File: src/rtl/caio_pkg.sv
`default_nettype none
package caio_pkg;

    localparam int PORT_COUNT_DEF = 32;
    localparam int ADDR_W         = 5;

    // port numbers with a write side effect
    localparam logic [ADDR_W-1:0] PORT_STATUS    = 5'h00;
    localparam logic [ADDR_W-1:0] PORT_MEMCTL    = 5'h01;
    localparam logic [ADDR_W-1:0] PORT_WRAP      = 5'h04;
    localparam logic [ADDR_W-1:0] PORT_STOP      = 5'h05;
    localparam logic [ADDR_W-1:0] PORT_LINK_CTL  = 5'h0c;
    localparam logic [ADDR_W-1:0] PORT_RAW_WIRE  = 5'h0e;
    localparam logic [ADDR_W-1:0] PORT_LINK_DATA = 5'h0f;
    localparam logic [ADDR_W-1:0] PORT_LCD_HI    = 5'h10;
    localparam logic [ADDR_W-1:0] PORT_LCD_LO    = 5'h11;
    localparam logic [ADDR_W-1:0] PORT_TIMER     = 5'h17;
    localparam logic [ADDR_W-1:0] PORT_LCD_OFF   = 5'h1c;
    localparam logic [ADDR_W-1:0] PORT_CONTRAST  = 5'h1d;

    localparam logic [7:0] ID_EVEN    = 8'h14;
    localparam logic [7:0] ID_ODD     = 8'h01;
    localparam logic [7:0] ID_PORT21  = 8'h1b;
    localparam logic [7:0] LINK_AVAIL = 8'h60;
    localparam logic [7:0] LINK_IDLE  = 8'h40;
    localparam logic [7:0] RAW_BASE   = 8'h50;
    localparam logic [7:0] ONKEY_BASE = 8'h14;
    localparam logic [7:0] STATUS_B2  = 8'h04;

    typedef enum logic [1:0] {
        SCR_NONE = 2'd0,
        SCR_ON   = 2'd1,
        SCR_OFF  = 2'd2
    } caio_scr_t;

    typedef enum logic [3:0] {
        RD_MEM,
        RD_STATUS,
        RD_MEMCTL,
        RD_ID_EVEN,
        RD_ID_ODD,
        RD_ID_21,
        RD_LINK_STAT,
        RD_RAW,
        RD_LINK_RX,
        RD_TIMER,
        RD_ONKEY,
        RD_KEYS
    } caio_rd_t;

    // read function of each port, indexed by port number
    localparam caio_rd_t READ_MAP [32] = '{
        RD_STATUS,  RD_MEMCTL,    RD_ID_EVEN, RD_ID_ODD,
        RD_ID_EVEN, RD_ID_ODD,    RD_ID_EVEN, RD_ID_ODD,
        RD_ID_EVEN, RD_ID_ODD,    RD_ID_EVEN, RD_ID_ODD,
        RD_MEM,     RD_LINK_STAT, RD_RAW,     RD_LINK_RX,
        RD_ID_EVEN, RD_ID_ODD,    RD_ID_EVEN, RD_ID_ODD,
        RD_ID_EVEN, RD_ID_21,     RD_ID_EVEN, RD_TIMER,
        RD_MEM,     RD_MEM,       RD_ONKEY,   RD_KEYS,
        RD_ID_EVEN, RD_ID_ODD,    RD_ID_EVEN, RD_ID_ODD
    };

    typedef struct packed {
        logic              command;
        logic [ADDR_W-1:0] address;
        logic [7:0]        write_data;
        logic [7:0]        link_rx_byte;
        logic              link_byte_available;
        logic [7:0]        timer_count;
        logic              on_key_pressed;
        logic [7:0]        key_row_mask;
        logic              red_wire_level;
        logic              white_wire_level;
    } caio_item_t;

    // everything of a result except the stored byte
    typedef struct packed {
        logic        sel_mem;
        logic [7:0]  data_imm;
        logic        link_tx_valid;
        logic        link_rx_taken;
        logic        stop_request;
        logic [4:0]  contrast_level;
        caio_scr_t   screen_event;
        logic        wire_drive_valid;
        logic        red_wire_out;
        logic        white_wire_out;
        logic [18:0] lcd_base_address;
        logic        ram_window_256k;
        logic        memory_protect;
    } caio_meta_t;

endpackage
`default_nettype wire

File: src/rtl/caio_port_ram.sv
`default_nettype none
module caio_port_ram #(
    parameter int PORT_COUNT = caio_pkg::PORT_COUNT_DEF,
    parameter int AW         = $clog2(PORT_COUNT)
) (
    input  wire logic          aclk,
    input  wire logic          aresetn,
    input  wire logic          en,
    input  wire logic          we,
    input  wire logic [AW-1:0] addr,
    input  wire logic [7:0]    wdata,
    output logic [7:0]         rdata
);

    logic [7:0]            mem [PORT_COUNT];
    logic [PORT_COUNT-1:0] valid_reg;
    logic [7:0]            rd_reg;
    logic                  rd_valid_reg;

    always_ff @(posedge aclk) begin
        if (en && we) begin
            mem[addr] <= wdata;
        end
        if (en) begin
            rd_reg <= mem[addr];
        end
    end

    // entries never written read as zero
    always_ff @(posedge aclk) begin
        if (!aresetn) begin
            valid_reg    <= '0;
            rd_valid_reg <= 1'b0;
        end else if (en) begin
            rd_valid_reg <= valid_reg[addr];
            if (we) begin
                valid_reg[addr] <= 1'b1;
            end
        end
    end

    assign rdata = rd_valid_reg ? rd_reg : 8'h00;

endmodule
`default_nettype wire

File: src/rtl/caio_ctrl.sv
`default_nettype none
module caio_ctrl (
    input  wire logic                aclk,
    input  wire logic                aresetn,
    input  wire logic                cfg_we,
    input  wire logic                cfg_bit,
    input  wire logic                accept,
    input  wire caio_pkg::caio_item_t item,
    output caio_pkg::caio_meta_t     meta
);

    logic        model_is_92_reg;
    logic [4:0]  contrast_reg, contrast_next;
    logic        status_bit7_reg, status_bit7_next;
    logic        status_bit2_reg, status_bit2_next;
    logic        ram_128k_reg, ram_128k_next;
    logic        protect_reg, protect_next;
    logic        wrap_reg, wrap_next;
    logic        window_reg, window_next;
    logic        raw_reg, raw_next;
    logic [15:0] lcd_base_reg, lcd_base_next;
    logic        lcd_off_reg, lcd_off_next;
    logic [7:0]  reload_reg, reload_next;

    always_ff @(posedge aclk) begin
        if (!aresetn) begin
            model_is_92_reg <= 1'b0;
        end else if (cfg_we) begin
            model_is_92_reg <= cfg_bit;
        end
    end

    always_comb begin
        logic [7:0] d;
        d = item.write_data;

        contrast_next    = contrast_reg;
        status_bit7_next = status_bit7_reg;
        status_bit2_next = status_bit2_reg;
        ram_128k_next    = ram_128k_reg;
        protect_next     = protect_reg;
        wrap_next        = wrap_reg;
        window_next      = window_reg;
        raw_next         = raw_reg;
        lcd_base_next    = lcd_base_reg;
        lcd_off_next     = lcd_off_reg;
        reload_next      = reload_reg;

        meta = '0;
        meta.screen_event = caio_pkg::SCR_NONE;

        if (item.command) begin
            unique case (item.address)
                caio_pkg::PORT_STATUS: begin
                    // the contrast bit moves from d[5] on the 92 and on other models alike
                    contrast_next    = model_is_92_reg ? {contrast_reg[4:1], d[5]}
                                                       : {contrast_reg[4:1], d[5]};
                    status_bit7_next = d[7];
                    status_bit2_next = d[2];
                end
                caio_pkg::PORT_MEMCTL: begin
                    ram_128k_next = d[0];
                    protect_next  = d[2];
                    window_next   = !wrap_reg && !d[0];
                end
                caio_pkg::PORT_WRAP: begin
                    wrap_next = d[3];
                end
                caio_pkg::PORT_STOP: begin
                    meta.stop_request = !d[4];
                end
                caio_pkg::PORT_LINK_CTL: begin
                    raw_next = d[6];
                end
                caio_pkg::PORT_RAW_WIRE: begin
                    raw_next              = d[6];
                    meta.wire_drive_valid = d[6];
                    meta.red_wire_out     = d[6] & d[0];
                    meta.white_wire_out   = d[6] & d[1];
                end
                caio_pkg::PORT_LINK_DATA: begin
                    meta.link_tx_valid = 1'b1;
                    meta.data_imm      = d;
                end
                caio_pkg::PORT_LCD_HI: begin
                    lcd_base_next = {d, lcd_base_reg[7:0]};
                end
                caio_pkg::PORT_LCD_LO: begin
                    lcd_base_next = {lcd_base_reg[15:8], d};
                end
                caio_pkg::PORT_TIMER: begin
                    reload_next = d;
                end
                caio_pkg::PORT_LCD_OFF: begin
                    lcd_off_next      = d[7];
                    meta.stop_request = d[7];
                    meta.screen_event = d[7] ? caio_pkg::SCR_OFF : caio_pkg::SCR_ON;
                end
                caio_pkg::PORT_CONTRAST: begin
                    contrast_next = {d[3:0], contrast_reg[0]};
                end
                default: begin
                end
            endcase
        end else begin
            unique case (caio_pkg::READ_MAP[item.address])
                caio_pkg::RD_STATUS: begin
                    meta.data_imm    = {status_bit7_reg, 1'b0, contrast_reg[0], 5'b0}
                                       | caio_pkg::STATUS_B2;
                    status_bit2_next = 1'b1;
                end
                caio_pkg::RD_MEMCTL:   meta.data_imm = {5'b0, protect_reg, 1'b0, ram_128k_reg};
                caio_pkg::RD_ID_EVEN:  meta.data_imm = caio_pkg::ID_EVEN;
                caio_pkg::RD_ID_ODD:   meta.data_imm = caio_pkg::ID_ODD;
                caio_pkg::RD_ID_21:    meta.data_imm = caio_pkg::ID_PORT21;
                caio_pkg::RD_LINK_STAT: begin
                    meta.data_imm = item.link_byte_available ? caio_pkg::LINK_AVAIL
                                                             : caio_pkg::LINK_IDLE;
                end
                caio_pkg::RD_RAW: begin
                    meta.sel_mem  = !raw_reg;
                    meta.data_imm = caio_pkg::RAW_BASE
                                    | {6'b0, item.white_wire_level, item.red_wire_level};
                end
                caio_pkg::RD_LINK_RX: begin
                    meta.link_rx_taken = item.link_byte_available;
                    meta.data_imm      = item.link_rx_byte;
                end
                caio_pkg::RD_TIMER:    meta.data_imm = item.timer_count;
                caio_pkg::RD_ONKEY: begin
                    meta.data_imm = caio_pkg::ONKEY_BASE | {6'b0, !item.on_key_pressed, 1'b0};
                end
                caio_pkg::RD_KEYS:     meta.data_imm = item.key_row_mask;
                caio_pkg::RD_MEM:      meta.sel_mem  = 1'b1;
                default:               meta.sel_mem  = 1'b1;
            endcase
        end

        meta.contrast_level   = contrast_next;
        meta.lcd_base_address = {lcd_base_next, 3'b000};
        meta.ram_window_256k  = window_next;
        meta.memory_protect   = protect_next;
    end

    always_ff @(posedge aclk) begin
        if (!aresetn) begin
            contrast_reg    <= '0;
            status_bit7_reg <= 1'b1;
            status_bit2_reg <= 1'b1;
            ram_128k_reg    <= 1'b0;
            protect_reg     <= 1'b0;
            wrap_reg        <= 1'b0;
            window_reg      <= 1'b0;
            raw_reg         <= 1'b0;
            lcd_base_reg    <= '0;
            lcd_off_reg     <= 1'b0;
            reload_reg      <= '0;
        end else if (accept) begin
            contrast_reg    <= contrast_next;
            status_bit7_reg <= status_bit7_next;
            status_bit2_reg <= status_bit2_next;
            ram_128k_reg    <= ram_128k_next;
            protect_reg     <= protect_next;
            wrap_reg        <= wrap_next;
            window_reg      <= window_next;
            raw_reg         <= raw_next;
            lcd_base_reg    <= lcd_base_next;
            lcd_off_reg     <= lcd_off_next;
            reload_reg      <= reload_next;
        end
    end

endmodule
`default_nettype wire

File: src/rtl/calculator_asic_io_ports.sv
`default_nettype none
// path: input transaction, port byte memory read, output register, result
// throughput: one transaction per cycle while m_tready takes results, limited by the single port byte memory port
// a result waiting at the output does not stop the next transaction entering the memory stage if that stage is empty
// reset: aresetn synchronous, active low; control registers return to their reset values and
// the per-entry valid bits of the port byte memory clear at once, so no clearing pass is needed
module calculator_asic_io_ports #(
    parameter int PORT_COUNT = caio_pkg::PORT_COUNT_DEF
) (
    input  wire logic        aclk,
    input  wire logic        aresetn,
    input  wire logic        cfg_valid,
    output logic             cfg_ready,
    input  wire logic        cfg_data,      // model_is_92
    input  wire logic        s_tvalid,
    output logic             s_tready,
    input  wire logic        s_tuser,       // command
    // address, write_data, link_rx_byte, link_byte_available, timer_count,
    // on_key_pressed, key_row_mask, red_wire_level, white_wire_level, zero fill
    input  wire logic [47:0] s_tdata,
    output logic             m_tvalid,
    input  wire logic        m_tready,
    // data_out, link_tx_valid, link_rx_taken, stop_request, contrast_level,
    // screen_event, wire_drive_valid, red_wire_out, white_wire_out,
    // lcd_base_address, ram_window_256k, memory_protect, zero fill
    output logic [47:0]      m_tdata
);

    localparam int AW = $clog2(PORT_COUNT);

    caio_pkg::caio_item_t item;
    caio_pkg::caio_meta_t meta, s1_meta_reg;
    logic                 accept, advance;
    logic                 s1_valid_reg;
    logic                 out_valid_reg;
    logic [47:0]          out_data_reg;
    logic [7:0]           mem_rdata;
    logic [7:0]           data_out;

    assign cfg_ready = 1'b1;

    assign item.command             = s_tuser;
    assign item.address             = s_tdata[4:0];
    assign item.write_data          = s_tdata[12:5];
    assign item.link_rx_byte        = s_tdata[20:13];
    assign item.link_byte_available = s_tdata[21];
    assign item.timer_count         = s_tdata[29:22];
    assign item.on_key_pressed      = s_tdata[30];
    assign item.key_row_mask        = s_tdata[38:31];
    assign item.red_wire_level      = s_tdata[39];
    assign item.white_wire_level    = s_tdata[40];

    assign advance  = s1_valid_reg && (!out_valid_reg || m_tready);
    assign s_tready = !s1_valid_reg || advance;
    assign accept   = s_tvalid && s_tready;

    caio_ctrl u_ctrl (
        .aclk    (aclk),
        .aresetn (aresetn),
        .cfg_we  (cfg_valid && cfg_ready),
        .cfg_bit (cfg_data),
        .accept  (accept),
        .item    (item),
        .meta    (meta)
    );

    // read data only moves on a new transaction, so it holds while stage one stalls
    caio_port_ram #(
        .PORT_COUNT (PORT_COUNT),
        .AW         (AW)
    ) u_ram (
        .aclk    (aclk),
        .aresetn (aresetn),
        .en      (accept),
        .we      (item.command),
        .addr    (AW'(item.address)),
        .wdata   (item.write_data),
        .rdata   (mem_rdata)
    );

    always_ff @(posedge aclk) begin
        if (accept) begin
            s1_meta_reg <= meta;
        end
    end

    always_ff @(posedge aclk) begin
        if (!aresetn) begin
            s1_valid_reg  <= 1'b0;
            out_valid_reg <= 1'b0;
        end else begin
            if (accept) begin
                s1_valid_reg <= 1'b1;
            end else if (advance) begin
                s1_valid_reg <= 1'b0;
            end
            if (advance) begin
                out_valid_reg <= 1'b1;
            end else if (m_tready) begin
                out_valid_reg <= 1'b0;
            end
        end
    end

    assign data_out = s1_meta_reg.sel_mem ? mem_rdata : s1_meta_reg.data_imm;

    always_ff @(posedge aclk) begin
        if (advance) begin
            out_data_reg <= {6'b0,
                             s1_meta_reg.memory_protect,
                             s1_meta_reg.ram_window_256k,
                             s1_meta_reg.lcd_base_address,
                             s1_meta_reg.white_wire_out,
                             s1_meta_reg.red_wire_out,
                             s1_meta_reg.wire_drive_valid,
                             s1_meta_reg.screen_event,
                             s1_meta_reg.contrast_level,
                             s1_meta_reg.stop_request,
                             s1_meta_reg.link_rx_taken,
                             s1_meta_reg.link_tx_valid,
                             data_out};
        end
    end

    assign m_tvalid = out_valid_reg;
    assign m_tdata  = out_data_reg;

endmodule
`default_nettype wire
File: config.mk
export PLATFORM = sky130hd
export DESIGN_NAME = calculator_asic_io_ports
export DESIGN_NICKNAME = d
export VERILOG_FILES = /design/src/rtl/caio_pkg.sv /design/src/rtl/caio_port_ram.sv /design/src/rtl/caio_ctrl.sv /design/src/rtl/calculator_asic_io_ports.sv
export SDC_FILE = /design/constraint.sdc
export NUM_CORES = 1
export LEC_CHECK = 0
export BUFFER_PORTS_ARGS = -buffer_cell sky130_fd_sc_hd__buf_2
export CORE_ASPECT_RATIO = 1.4
export CORE_UTILIZATION = 40
export DETAILED_ROUTE_END_ITERATION = 8
export PLACE_DENSITY_LB_ADDON = 0.2
export SYNTH_ARGS = -nofsm -noshare
export SYNTH_HDL_FRONTEND = slang
export SYNTH_HIERARCHICAL = 1
export SYNTH_SLANG_ARGS = --single-unit
File: constraint.sdc
create_clock -name aclk -period 12.1 [get_ports aclk]
set_input_delay 0 -clock aclk [delete_from_list [all_inputs] [get_ports aclk]]
set_output_delay 0 -clock aclk [all_outputs]
set_load 0.05 [all_outputs]
==> summary.txt, run 1 <==
Routing
  – DRT Pass-1 Iters: 5
  – Vias per std cell: 5.49
  – Initial detailed-routing violation count: around 600
  – DRC errors left: 0
  – Routed vias: 8866
  – Post-Route WL: 36700 um
  – Post-DR wirelength/cell: 22.8 um
  – Post-DRT Antenna Nets: 0

Timing
  – RSZ-0062 raised after global routing: no
  – Hold Vio Cnt, Final: 0
  – Crit path time final: 3.31 ns
  – Post-Route Setup TNS: 0 ns
  – Count of final max-slew check failures: 0
  – Upper clock frequency limit: 302 MHz
  – Slew at the pin with the worst max-slew slack: 1.14 ns
  – Layout Skew: between 0.01 and 0.015 ns
  – Max transition margin: 0.239
  – Period utilization: 0.273
  – Setup-failing EPs final: 0

Global route
  – Global Route Usage Sum: 0.174
  – Largest net degree at the start of global routing: 63
  – GRT Residual Overflow: 0
  – Antenna violations before repair: 1
  – Number of global-route vias before repair: between 8000 and 9000
  – First-pass GRT wire length: 55000 um

Worst setup path
  – CP max FO: 31
  – Critical Setup Path Class: input pin to flip-flop
  – Worst reg2reg path depth: 6
  – Req. time, crit path: between 10 and 15 ns
  – Reg2reg setup slack: 9.09 ns
  – Crit path launch type: input pin
  – FF-to-FF Start: m_tvalid$_SDFFE_PN0P_
  – Crit path DAT: 3.68 ns
  – Critical path endpoint category: flip-flop
  – RR Endpoint: u_ram/mem[1][7]$_DFFE_PP_

Placement
  – Port Buf Inserts: 89
  – GP Congestion: 0.805
  – Final HPWL DP: 22700 um

Hold path
  – Min-Delay Path Class: input pin to flip-flop
  – Worst Hold Path EP: s1_meta_reg[36]$_DFFE_PP_
  – Hold path cells: 4
  – Hold path startpoint: s_tdata[24]

Clock network
  – CTS tree: done
  – Post CTS Setup Buffer Count: 0
  – H-tree levels: 2
  – Clock Pin Slew Worst Setup and Hold Paths: 0.06 ns
  – Root Driver: clkbuf_16
  – Worst skew pair latency: 0.55 ns
  – TritonCTS sink count: 411
  – Max Root-Sink Buffers: 3
  – TritonCTS Buffers: 40

Yosys
  – Mapped cell area: 16600 um2
  – Flops & latches, synth: 411
  – Post-synth EDFFs: around 350
  – Post-Synthesis Cells: between 900 and 1000
  – Primary FF master, synth: edfxtp_1
  – Synth top area share: 0.633
  – Most common cell in the netlist: edfxtp_1
  – Synth top area cells: edfxtp_1 (63%), dfxtp_1 (7.5%), mux4_2 (7.5%)
  – Seq/Total Area, Yosys: 0.708
  – Post-synth top cells: edfxtp_1 (349), dfxtp_1 (62), mux4_2 (55), nor2_1 (54), a22oi_1 (42)
  – Yosys top cell by area: edfxtp_1
  – FFs w/ async S/R, synth: 0
  – Yosys cell types: 71
  – Avg Cell Area, Syn: 17.4 um2
  – YS warnings: 6

Power and ir drop
  – Sw Pwr: approximately 0.00067 W
  – Worst VDD drop: 0.0000798 V
  – Sequential cell fraction of total power: 0.514
  – Clk pwr share: 0.421
  – Cell area power density: 162 nW/um2
  – Final Total Pwr: 0.00306 W
  – Static Leak: 6.31 nW
  – Gate power share: 0.066
  – Internal power: 0.00239 W
  – Sw Share: 0.218

Run
  – Maximum Capacitance Violations: 0

Floorplanning
  – Die X: 174 um
  – Die Ht: approximately 240 um
  – Top-Level Pins: 106
  – Row Count: 87
  – Initial core utilization: 0.408
  – Core Area: 40600 um2
  – Die area: 42200 um2

Outcome
  – Status: finished clean

Layout
  – Register area: 11700 um2
  – Share of post-route cells with drive strength above 1: 0.224
  – P&R area growth vs syn: 13.8%
  – Max reg flops: between 200 and 300
  – Final #Nets: 1108
  – Multi-input logic area: 4470 um2
  – Fillcell total: 3444
per-layer routing:
metal / GRT usage / up-vias / share of wire
li1: - / 3997 / -
met1: 0.209 / 4527 / 0.40
met5: 0 / - / 0
met3: 0.0227 / 84 / 0.043
met4: 0.0795 / 0 / 0.040
met2: 0.309 / 258 / 0.52
cell type report:
type	count	share of cell area
inverter	7	0.00139
sequential	411	0.622
timing repair buffer	105	0.0316
antenna	2	0.000266
clock inverter	18	0.0122
tap	534	0.0355
multi-input combinational	483	0.237
clock buffer	54	0.0598
kinds of logic (layout without fill, tap and decap cells):
family,Yosys count,in the layout,share of synthesized area
flops,411,411,0.708
simple gates,214,214,0.0701
compound gates,146,146,0.0681
mux,107,107,0.123
buf+inv,65,184,0.0252
fa+ha+maj,5,5,0.00378
other cells,3,12,0.000680
xor+xnor,1,1,0.00136
what timing repair did:
item                                   in CTS  in global routing
endpoints found under the hold margin       8                  0
gates resized for setup                     0                  0
hold buffers                               10                  0
critical path, stage by stage:
cell and delay, ns:
buf_4 0.42, buf_4 0.55, inv_1 0.19, ha_1 0.36
nand4b_1 0.20, nand3_2 0.16, nor3_1 0.56, nand2_1 0.19
a211o_1 0.31, dlygate4sd3_1 0.55, o211ai_1 0.11
worst max-delay path by stage:
stage                     startpoint                         end  cells after the start
6_report                  s_tdata[0]   s1_meta_reg[34]$_DFFE_PP_                     11
5_1_grt                   s_tdata[0]   s1_meta_reg[34]$_DFFE_PP_                     11
4_1_cts                   s_tdata[0]   s1_meta_reg[34]$_DFFE_PP_                     11
3_5_place_dp              s_tdata[0]   s1_meta_reg[35]$_DFFE_PP_                     10
3_3_place_gp              s_tdata[0]   s1_meta_reg[35]$_DFFE_PP_                     10
2_1_floorplan  m_tvalid$_SDFFE_PN0P_  u_ram/mem[11][0]$_DFFE_PP_                      4
stage by stage:
step	instance area (um2)	std cells	util	hold slack [ns]	setup WS, ns
finish	18800	1614	0.464	0.0168	8.79
global route	18800	1612	0.464	0.0411	8.45
CTS	18800	1612	0.464	0.0141	8.76
detailed placement	17400	1530	0.428	0.319	8.60
global placement	17400	1530	0.428	0.310	8.64
floorplan	16600	959	-	0.0989	6.76
power groups by stage:
stage / logic (W) / registers, W / clock network [W]
after floorplan: 0.000114 / 0.00162 / 0
after global placement: 0.000198 / 0.00160 / 0
after detailed placement: 0.000200 / 0.00160 / 0
after CTS: 0.000203 / 0.00157 / 0.00132
after global routing: 0.000214 / 0.00157 / 0.00136
final: 0.000200 / 0.00157 / 0.00129
layout by cell type, fill, tap and decap left out, types with 3 or more instances in the layout:
cell           instances
mux4_2                55
o21ai_0               12
a22o_1                15
nor3_1                 8
nand2_1               35
nand3_1               23
inv_1                  6
buf_4                  8
nor2b_1               32
clkbuf_1               9
bufinv_16              5
nand3b_1               6
nand4b_1               5
edfxtp_1             349
or3_1                  4
a211o_1                3
buf_2                 87
clkinv_2               7
a21oi_1                8
clkbuf_16             42
o211ai_1               3
nand4_1               15
a32o_1                 3
mux4_1                14
conb_1                10
mux2_2                 7
ha_1                   5
mux2_4                 8
o21a_1                35
dlygate4sd3_1         10
mux2i_1               22
a22oi_1               42
and2_1                12
nor2_1                54
clkbuf_8               3
a21boi_0               4
dfxtp_1               62
(Power assumes the default switching activity.)
==> run 2: changes to the inputs <==
Clock period 12.1 ns to 3.38 ns, I/O delays scaled along.
==> run 2 against run 1 <==
Compared with the run above:
- design area rose by 0.21%
- global-route usage rose by 0.39 points
- non-clock buffer count rose by 36
- worst hold slack improved by 0.0085 ns
- critical path depth fell by 5
- power rose to 3.4 times the previous value
- sequential share of layout area fell by 0.13 points
- setup slack got worse by 8.0 ns
- via count rose by 0.36%
==> summary.txt, run 2 (synthesized netlist as in run 1, its figures left out) <==
Worst setup path
  – Critical Setup Path Class: flip-flop to flip-flop
  – Req. time, crit path: 3.62 ns (-8.85 ns)
  – Crit path DAT: 2.82 ns (-0.86 ns)
  – Max incr delay on CP: 0.53 ns (-0.03 ns)
  – CP max FO: 8 (-74%)
  – CP most frequent cell: nor2b_1
  – Critical path endpoint category: flip-flop
  – Worst reg2reg path depth: 6 (unchanged)
  – FF-to-FF Start: m_tvalid$_SDFFE_PN0P_
  – Crit path launch type: flip-flop
  – Reg2reg setup slack: 0.81 ns (-8.28 ns)
  – Slowest-stage cell, CP: nor2_1
  – Critical path's top delay family: simple AND/OR/NAND/NOR gates
  – WP buf/inv: 1 (-3)
  – Critical path cell sequence: nor2b_1, a21oi_4, nor2b_1, nand3_1, nor2_1, buf_4
  – RR Endpoint: u_ram/mem[1][7]$_DFFE_PP_

Layout
  – # diodes: 0 (-2)
  – Multi-input logic area: 4470 um2 (unchanged)
  – Util after Layout: 0.465 (+0.000986)
  – Max reg flops: 256 (unchanged)
  – Most common cell after layout, fill and taps aside: edfxtp_1
  – Register area: 11700 um2 (unchanged)
  – Most frequent cells in the layout: edfxtp_1 (349), buf_2 (87), dfxtp_1 (62)
  – P&R area growth vs syn: 14.0%
  – Non-Filler Instances: 1641 (+1.7%)
  – Share of post-route cells with drive strength above 1: 0.242 (+0.0185)
  – Final #Nets: 1142 (+3.1%)
  – Fillcell total: 3498 (+1.6%)

Hold path
  – Min-Delay Path Class: input pin to flip-flop
  – Hold path cells: 4 (unchanged)
  – Hold path startpoint: s_tdata[36]
  – Worst Hold Path EP: s1_meta_reg[39]$_DFFE_PP_

Clock network
  – Root Driver: clkbuf_16
  – Max Root-Sink Buffers: 3 (unchanged)
  – Post-CTS Resized: 0 (unchanged)
  – CTS tree: done
  – TritonCTS sink count: 411 (unchanged)
  – Worst skew pair latency: 0.54 ns (about the same)
  – H-tree levels: 2 (unchanged)
  – Hold Buf Count CTS: 8 (-2)
  – TritonCTS Buffers: 38 (-5.0%)
  – Clock Pin Slew Worst Setup and Hold Paths: 0.06 ns (about the same)
  – Post CTS Setup Buffer Count: 0 (unchanged)

Timing
  – Hold Vio Cnt, Final: 0 (unchanged)
  – Crit path time final: 2.57 ns
  – Post-Route Setup TNS: 0 ns (unchanged)
  – Period utilization: 0.761
  – RSZ-0062 raised after global routing: no
  – Final Hold Slack: 0.0253 ns (+0.00850 ns)
  – Count of final max-slew check failures: 0 (unchanged)
  – Setup-failing EPs final: 0 (unchanged)
  – Slew at the pin with the worst max-slew slack: 1.14 ns (-0.00251 ns)
  – Layout Skew: 0.0234 ns (+0.0109 ns)
  – Max transition margin: 0.241 (+0.00168)
  – Upper clock frequency limit: 389 MHz

Floorplanning
  – Top-Level Pins: 106 (unchanged)
  – Die area: 42200 um2 (unchanged)
  – Row Count: 87 (unchanged)
  – Die Ht: 243 um (unchanged)
  – Initial core utilization: 0.408 (unchanged)
  – Core Area: 40600 um2 (unchanged)
  – Die X: 174 um (unchanged)

Routing
  – Post-DRT Antenna Nets: 0 (unchanged)
  – Initial detailed-routing violation count: 620 (+3.5%)
  – DRC errors left: 0 (unchanged)
  – Post-Route WL: 37100 um (+0.94%)
  – DRT Pass-1 Iters: 5 (unchanged)
  – Vias per std cell: 5.42 (-1.3%)
  – Routed vias: 8898 (+0.36%)
  – Post-DR wirelength/cell: 22.6 um (-0.72%)

Placement
  – GP Congestion: 0.838 (+4.1%)
  – Port Buf Inserts: 89 (unchanged)
  – Final HPWL DP: 23500 um (+3.6%)
  – Cells after DPL: 1568 (+2.5%)

Power and ir drop
  – Cell area power density: 546 nW/um2 (+240%)
  – Worst VDD drop: 0.000277 V (+250%)
  – Static Leak: 6.39 nW (+1.3%)

Global route
  – GRT met2 Usage: 0.319 (+0.0100)
  – Met3 Use GR: 0.0251 (+0.00235)
  – Met1 usage: 0.219 (+0.0100)
  – Global Route Usage Sum: 0.178 (+0.00389)
  – Gr busiest metal: met2
  – Antenna violations before repair: 0 (-1)
  – Number of global-route vias before repair: 8965 (-0.29%)
  – First-pass GRT wire length: 56100 um (+1.9%)
  – Largest net degree at the start of global routing: 78 (+24%)
  – GRT Residual Overflow: 0 (unchanged)

Outcome
  – Status: finished clean

Run
  – Maximum Capacitance Violations: 0 (unchanged)
[run 2: cell count changes in the layout (fill, tap and decap cells not counted), sizes merged]
cell	delta
dlygate4sd3	-2
clkbuf	+1
clkinv	-1
bufinv	-5
inv	-2
diode	-2
buf	+38
[run 2: layout make-up]
class / instances / share of cell area
inverter: 7 / 0.00139
timing repair buffer: 141 / 0.0463
multi-input combinational: 483 / 0.237
clock buffer: 55 / 0.0565
clock inverter: 10 / 0.00292
sequential: 411 / 0.621
tap: 534 / 0.0354
[run 2: worst max path at each step]
stage                               start                          to  slack [ns]  cells past startpoint
CTS                 m_tvalid$_SDFFE_PN0P_   u_ram/mem[1][7]$_DFFE_PP_        0.81                      6
floorplan           m_tvalid$_SDFFE_PN0P_  u_ram/mem[11][0]$_DFFE_PP_        0.29                      4
detailed placement             s_tdata[4]   s1_meta_reg[34]$_DFFE_PP_        0.79                      7
global placement               s_tdata[4]   s1_meta_reg[34]$_DFFE_PP_        0.80                      7
global route        m_tvalid$_SDFFE_PN0P_   u_ram/mem[1][7]$_DFFE_PP_        0.66                      6
finish              m_tvalid$_SDFFE_PN0P_   u_ram/mem[1][7]$_DFFE_PP_        0.81                      6
[run 2: where the power goes]
part / internal [W] / switching, W
clock network: 0.00220 / 0.00177
registers: 0.00559 / 0.0000271
logic: 0.000234 / 0.000488
total: 0.00802 / 0.00228
[run 2: routing by layer]
layer  part of all wire  vias up
li1                   -     4054
met1               0.41     4569
met2               0.53      224
met3              0.039       51
met4              0.025        0
met5                  0        -
[run 2: per-stage QoR]
step	instance area [um2]	setup slack, ns	total power (W)
2_1_floorplan	16600	0.289	0.00622
3_3_place_gp	17700	0.796	0.00645
3_5_place_dp	17700	0.791	0.00645
4_1_cts	18900	0.808	0.0104
5_1_grt	18900	0.656	0.0106
6_report	18900	0.808	0.0103
[run 2: tightest hold or removal path, stage by stage]
cell,delay [ns]
buf_2,0.10
nand3_1,0.06
a211o_1,0.12
nand3_1,0.09
==> run 3: changes to the inputs <==
Clock period 3.38 ns to 2.6 ns, I/O delays scaled along.
==> run 3 against run 2 <==
Compared with the run above:
- the run now ends with negative hold slack left
- combinational power grew 39%
- sequential cell count unchanged
- core utilization grew 1.0 points
- design area increased by 2.2%
- die area is the same
- sequential power grew 30%
- wire length shrank 0.86%
- non-clock buffer count grew 24
- sequential share of layout area shrank 1.3 points
- worst hold slack lost 0.060 ns
- critical endpoint is now s1_meta_reg[35]$_DFFE_PP_
- largest cell class unchanged
- highest routed layer unchanged
==> summary.txt, run 3 (synthesized netlist as in run 1, its figures left out) <==
Worst setup path
  – Slowest-stage cell, CP: dlygate4sd3_1
  – Crit path DAT: 2.79 ns (-0.03 ns)
  – Critical Setup Path Class: input pin to flip-flop
  – Req. time, crit path: 2.89 ns (-0.73 ns)
  – Critical path endpoint category: flip-flop
  – Crit path launch type: input pin
  – CP max FO: 24 (+16)
  – Max incr delay on CP: 0.57 ns (+0.04 ns)
  – CP most frequent cell: dlygate4sd3_1
  – Worst reg2reg path depth: 6 (unchanged)
  – RR Endpoint: u_ram/mem[0][2]$_DFFE_PP_
  – Reg2reg setup slack: 0.39 ns (-0.42 ns)
  – FF-to-FF Start: m_tvalid$_SDFFE_PN0P_
  – Critical path cell sequence: buf_2, or2b_1, o221a_2, o311ai_4, buf_4, o211ai_1, a21oi_1, dlygate4sd3_1, a211o_1, dlygate4sd3_1

Hold path
  – Hold path startpoint: s_tdata[2]
  – Worst Hold Path EP: u_ctrl/status_bit7_reg$_SDFFE_PN1P_
  – Min-Delay Path Class: input pin to flip-flop
  – Hold path cells: 2 (-2)

Run
  – Maximum Capacitance Violations: 0 (unchanged)

Clock network
  – Max Root-Sink Buffers: 3 (unchanged)
  – Root Driver: clkbuf_16
  – H-tree levels: 2 (unchanged)
  – Clock Pin Slew Worst Setup and Hold Paths: 0.06 ns (about the same)
  – Worst skew pair latency: 0.54 ns (about the same)
  – TritonCTS Buffers: 38 (unchanged)
  – TritonCTS sink count: 411 (unchanged)
  – CTS tree: done

Timing
  – Layout Skew: 0.0174 ns (-0.00594 ns)
  – Count of final max-slew check failures: 0 (unchanged)
  – Slew at the pin with the worst max-slew slack: 0.941 ns (-0.195 ns)
  – Upper clock frequency limit: 400 MHz
  – Period utilization: 0.962
  – Final Hold Slack: -0.0352 ns (-0.0605 ns)
  – Max transition margin: 0.373 (+0.132)
  – Hold Vio Cnt, Final: 1 (+1)
  – Post-Route Setup TNS: 0 ns (unchanged)
  – Crit path time final: 2.50 ns
  – Setup-failing EPs final: 0 (unchanged)

Layout
  – P&R area growth vs syn: 16.5%
  – # diodes: 0 (unchanged)
  – Final #Nets: 1166 (+2.1%)
  – Post-route cell area: 19300 um2 (+2.2%)
  – Most common cell after layout, fill and taps aside: edfxtp_1
  – Fillcell total: 3464 (-0.97%)
  – Most frequent cells in the layout: edfxtp_1 (349), buf_2 (85), dfxtp_1 (61)
  – Util after Layout: 0.475 (+0.0103)
  – Share of post-route cells with drive strength above 1: 0.272 (+0.0302)
  – Max reg flops: 256 (unchanged)

Routing
  – Post-DR wirelength/cell: 22.0 um (-2.5%)
  – DRT Pass-1 Iters: 5 (unchanged)
  – Vias per std cell: 5.40 (-0.40%)
  – Post-DRT Antenna Nets: 0 (unchanged)
  – DRC errors left: 0 (unchanged)
  – Initial detailed-routing violation count: 716 (+15%)
  – Post-Route WL: 36800 um (-0.86%)
  – Routed vias: 9014 (+1.3%)

Power and ir drop
  – Final Total Pwr: 0.0136 W (+32%)
  – Static Leak: 6.53 nW (+2.1%)
  – Worst VDD drop: 0.000461 V (+66%)
  – Cell area power density: 706 nW/um2 (+29%)

Global route
  – Number of global-route vias before repair: 9090 (+1.4%)
  – Global Route Usage Sum: 0.175 (-0.00301)
  – Antenna violations before repair: 0 (unchanged)
  – First-pass GRT wire length: 55300 um (-1.4%)
  – GRT Residual Overflow: 0 (unchanged)
  – Largest net degree at the start of global routing: 55 (-29%)

Floorplanning
  – Row Count: 87 (unchanged)
  – Die Ht: 243 um (unchanged)
  – Core Area: 40600 um2 (unchanged)
  – Die X: 174 um (unchanged)
  – Top-Level Pins: 106 (unchanged)
  – Initial core utilization: 0.408 (unchanged)
  – Die area: 42200 um2 (unchanged)

Placement
  – Area of placed instances: 17900 um2 (+1.1%)
  – Final HPWL DP: 23800 um (+1.2%)
  – Port Buf Inserts: 89 (unchanged)
  – GP Congestion: 0.861 (+2.7%)

Outcome
  – Violated checks: negative hold slack
  – Status: finished with violations
[run 3: cell count changes in the layout (fill, tap and decap cells not counted), sizes merged]
cell,change
bufinv,+1
clkinv,+1
clkbuf,+5
dlygate4sd3,+9
buf,+12
[run 3: worst max path at each step]
stage                                     start                    endpoint  slack [ns]  cells after the start
after CTS                            s_tdata[2]   s1_meta_reg[35]$_DFFE_PP_        0.06                      9
after global placement               s_tdata[0]   s1_meta_reg[35]$_DFFE_PP_        0.30                      9
final                                s_tdata[3]   s1_meta_reg[35]$_DFFE_PP_         0.1                     10
after detailed placement             s_tdata[0]   s1_meta_reg[35]$_DFFE_PP_        0.27                      9
after global routing                 s_tdata[3]   s1_meta_reg[35]$_DFFE_PP_      -0.002                     10
after floorplan           m_tvalid$_SDFFE_PN0P_  u_ram/mem[15][0]$_DFFE_PP_       -0.34                      4
[run 3: metal layers]
layer | wire (um) | global-route usage | vias up
li1 | - | - | 4098
met1 | 14700 | 0.209 | 4608
met2 | 19200 | 0.312 | 246
met3 | 1360 | 0.0216 | 62
met4 | 1410 | 0.0795 | 0
met5 | 0 | 0 | -
[run 3: critical path: cells and delay by family]
kind | cells | cell delay (ns)
buf+inv | 4 | 1.72
compound gates | 5 | 0.83
simple gates | 1 | 0.23
[run 3: layout make-up]
type / instances / area, um2 / share of cell area
clock buffer: 57 / 1080 / 0.0561
clock inverter: 12 / 86.3 / 0.00447
inverter: 7 / 30.0 / 0.00156
multi-input combinational: 483 / 4580 / 0.237
sequential: 411 / 11700 / 0.608
tap: 534 / 668 / 0.0346
timing repair buffer: 165 / 1120 / 0.0582
[run 3: report_power, final]
group	internal [W]	leakage, nW	total (W)	switching, W
combinational	0.000355	2.23	0.00100	0.000649
sequential	0.00727	3.72	0.00731	0.0000361
clock	0.00299	0.573	0.00531	0.00232
[run 3: through the flow]
step,setup slack [ns],instances
finish,0.0988,1669
global route,-0.00231,1669
CTS,0.0579,1667
detailed placement,0.273,1581
global placement,0.304,1581
floorplan,-0.339,959
[run 3: repair_timing]
item	4_1_cts	5_1_grt
hold endpoints to repair	35	0
setup buffers	0	1
endpoints found under the setup margin	0	1
hold buffers	17	0
resized for setup	0	10
